File: config.mk
export PLATFORM = sky130hd
export DESIGN_NAME = lafp_ram
export DESIGN_NICKNAME = d
export VERILOG_FILES = /design/src/hw/rtl/lafp_ram.sv
export SDC_FILE = /design/constraint.sdc
export NUM_CORES = 1
export LEC_CHECK = 0
export BUFFER_PORTS_ARGS = -buffer_cell sky130_fd_sc_hd__buf_2
export CAP_MARGIN = 40
export CELL_PAD_IN_SITES_DETAIL_PLACEMENT = 1
export CELL_PAD_IN_SITES_GLOBAL_PLACEMENT = 2
export CORE_ASPECT_RATIO = 1.5
export CORE_MARGIN = 10
export CORE_UTILIZATION = 35
export DETAILED_ROUTE_END_ITERATION = 10
export PLACE_DENSITY_LB_ADDON = 0.15
export SLEW_MARGIN = 20
export SYNTH_ARGS = -nofsm -noshare
export SYNTH_HDL_FRONTEND = slang
export SYNTH_SLANG_ARGS = --single-unit
File: constraint.sdc
create_clock -name clk_i -period 1.2 [get_ports clk_i]
set_clock_uncertainty 0.1 [all_clocks]
set_input_delay 0.12 -clock clk_i [delete_from_list [all_inputs] [get_ports clk_i]]
set_output_delay 0.12 -clock clk_i [all_outputs]
set_load 0.03 [all_outputs]
File: src/hw/rtl/lafp_ram.sv
// generic single write port ram with registered read
`default_nettype none
module lafp_ram #(
  parameter int unsigned Width = 8,
  parameter int unsigned Depth = 2,
  parameter int unsigned AddrW = (Depth > 1) ? $clog2(Depth) : 1
) (
  input  wire logic             clk_i,
  input  wire logic             we_i,
  input  wire logic [AddrW-1:0] waddr_i,
  input  wire logic [Width-1:0] wdata_i,
  input  wire logic [AddrW-1:0] raddr_i,
  output logic      [Width-1:0] rdata_o
);
  logic [Width-1:0] mem_q [Depth];

  always_ff @(posedge clk_i) begin
    if (we_i) begin
      mem_q[waddr_i] <= wdata_i;
    end
    rdata_o <= mem_q[raddr_i];
  end
endmodule
`default_nettype wire

# [Yosys cells after proc, flatten, opt, wreduce, memory -nomap -nowiden]
# Memories as Yosys holds them, arrays and structs flattened. A register that Yosys moved wholly into a read port is not among the register bits.
# Index checks and enable logic that the tools add are counted.
[word_totals] in_bits=12 mem_bits_rw=16 n_memories=1 output_inout_bits=8 word_cells=3 ff_bits=0
[mem_list] memory="mem_q" depth=2 word_bits=8 read_ports=1 rd_clocked_by_memory_dff=1 write_ports=1 line_no="15" rtl="logic [Width-1:0] mem_q [Depth];"
[classes] n_mux=2
[op_table] op="1-bit two-way mux" n=2

# [Longest topological paths before layout]
[logic_depth] ltp_word=2 ltp_mapped=2 mapped_depth_nobuf=1

# [Least setup slack after synthesis]
# Ideal clock, no wire load.
[synth_timing] path_type="input to register" startpoint="input we_i" endpoint="memory mem_q[0][0], enable pin" slack_ns=0.187 setup_ns=0.373 required_time_ns=0.727 path_buffers=0 arrival_ns=0.540 stages=1 cell_sequence="nor2b_1"
[synth_via] elab_chain_cells=2
[synth_rtl] element="start, declared" line_no="9" rtl="input wire logic we_i,"
[synth_rtl] element="1-bit two-way mux" line_no="18" rtl="if (we_i) begin"
[synth_rtl] element="1-bit two-way mux (not written as such)" line_no="19" rtl="mem_q[waddr_i] <= wdata_i;"
[synth_rtl] element="end, declared" line_no="15"
# Every way passes these cells.

# [Worst setup path after layout]
[layout_timing] startpoint="register rdata_o[6] (read register of mem_q)" endpoint="output rdata_o[6]"
[layout_lines] element="start, declared" line_no="13" rtl="output logic [Width-1:0] rdata_o"
# No word-level cell between the ends.

==> metrics <==
DRC Markers=0; GRT Residual Overflow=0; GRT Total Usage=0.0608; first-pass GRT wire length=2.18 mm; CP Buf/Inv Count=1; Place WS=around 150 ps; synth unique cells=6; final setup vio count=0; nets=79; hold bufs inserted after CTS=8; Cell Rows=20; WP data required=~1000 ps; CP top delay family=flip-flops; ANT cells=0; warnings from Yosys=0; layout cells sized above 1=0.477; RSZ-0062 raised after global routing=false; crit path DAT=~820 ps; overall power=1.47 mW; cts repair resizes=0; IO buf count=19; Tightest Pin Transition=391 ps; DR pass1 iterations=2; CTS tree=done; # H-tree levels=1; final design area excluding fillers=1010 um2; Avg Cell Area, Syn=between 20 and 25 um2; Hold Crit Class=in2reg; Max FO, Critical Path=1; fin. max-slew vios=0; vias in the first global route=464; die width=between 50 and 60 um; largest net degree at the start of global routing=13; I/O pin count=20; critical path class=reg2out; Layout area overhead=28.2%; fraction of the cycle the final worst path needs=0.871; status=completed; final setup margin=155 ps; Final min period=1040 ps; WL per Instance=15.9 um; register area share after synthesis=0.817; Worst setup SP type=register; peak supply drop=0.690 mV; drt via density=4.56; gpl congestion=between 0.6 and 0.7; clk_lat worst skew=290 ps; highest clock rate=0.957 GHz; Post-CTS Repair Setup Buffers=0; Initial Utilization=0.378; Rel. slew slack=0.739; critical path's slowest cell=dfxtp_1; initial antenna violation count=0; Mapped Cells=35; P per Cell Area=approximately 1500 nW/um2; Placed Area=903 um2; final hold viol count=0; CP max stage delay=340 ps; CTS root buffer=clkbuf_4; Yosys reg bits=24; CTS Buf Count=3; post-synth net total=47; die area=~4600 um2; critical-path cell list=buf_2; Clock Pin Slew Worst Setup and Hold Paths=120 ps; Final Util=0.484; Clock Path Buffers=2; Leak=0.415 nW; Core ar.=2080 um2; Max Cap Viol=0; Post-Syn Area=785 um2; Final ANT Viol Nets=0; Worst setup EP type=primary output; detailed-route via count=397; final wirelength=1.39 mm; total negative slack=0 ps; CTS Sinks=24; die height=between 70 and 80 um; Detailed Route Iter0 Violations=4
flip-flops by register name, indices dropped and copies added, names as in the netlist:
name and flops:
rdata_o 8, mem_q 16
layout make-up:
cell class                      count  area, um2
Tap cell                           22       27.5
Timing Repair Buffer               28        183
Multi-Input combinational cell     10        133
Fill cell                         209       1070
Sequential cell                    24        641
Clock buffer                        3       22.5
cell usage after synthesis:
cell / instances / area [um2]
edfxtp_1: 16 / 480
and2_1: 1 / 6.26
nor2b_1: 1 / 6.26
mux2_4: 8 / 120
buf_6: 1 / 11.3
dfxtp_1: 8 / 160
metrics by stage:
step | instances | hold WS [ps]
finish | 87 | 151
global route | 87 | 153
CTS | 87 | 149
detailed placement | 76 | 216
global placement | 76 | 210
floorplan | 35 | 119
worst paths after layout:
path                                  start         end  slack (ps)  cells after the start
worst max register to register  mem_q[0][4]  rdata_o[4]         340                      1
worst min register to register  mem_q[0][3]  rdata_o[3]         390                      1
worst max-delay path             rdata_o[6]  rdata_o[6]         160                      1
worst min-delay path                raddr_i  rdata_o[5]         150                      2
per-layer routing:
layer / share of wire / vias to the layer above / track usage
met5: 0 / - / 0
met4: 0.0087 / 0 / 0.0276
met3: 0.097 / 2 / 0.0293
met2: 0.54 / 15 / 0.108
met1: 0.36 / 191 / 0.0557
li1: - / 189 / -
cells in the final DEF, fill, tap and decap left out, drive strengths merged:
master       count
dfxtp            8
mux2             8
dlygate4sd3      8
buf             20
and2             1
edfxtp          16
clkbuf           3
nor2b            1
cell families after synthesis:
logic type / count (synthesis) / share of synthesized area
flip-flops: 24 / 0.817
multiplexers: 8 / 0.153
AND/OR/NAND/NOR: 2 / 0.0160
buffers and inverters: 1 / 0.0144
where the power goes:
part           switching [mW]  internal (mW)
clock network           0.210          0.117
logic                  0.0956         0.0856
registers              0.0164          0.947
(Power assumes the default switching activity.)
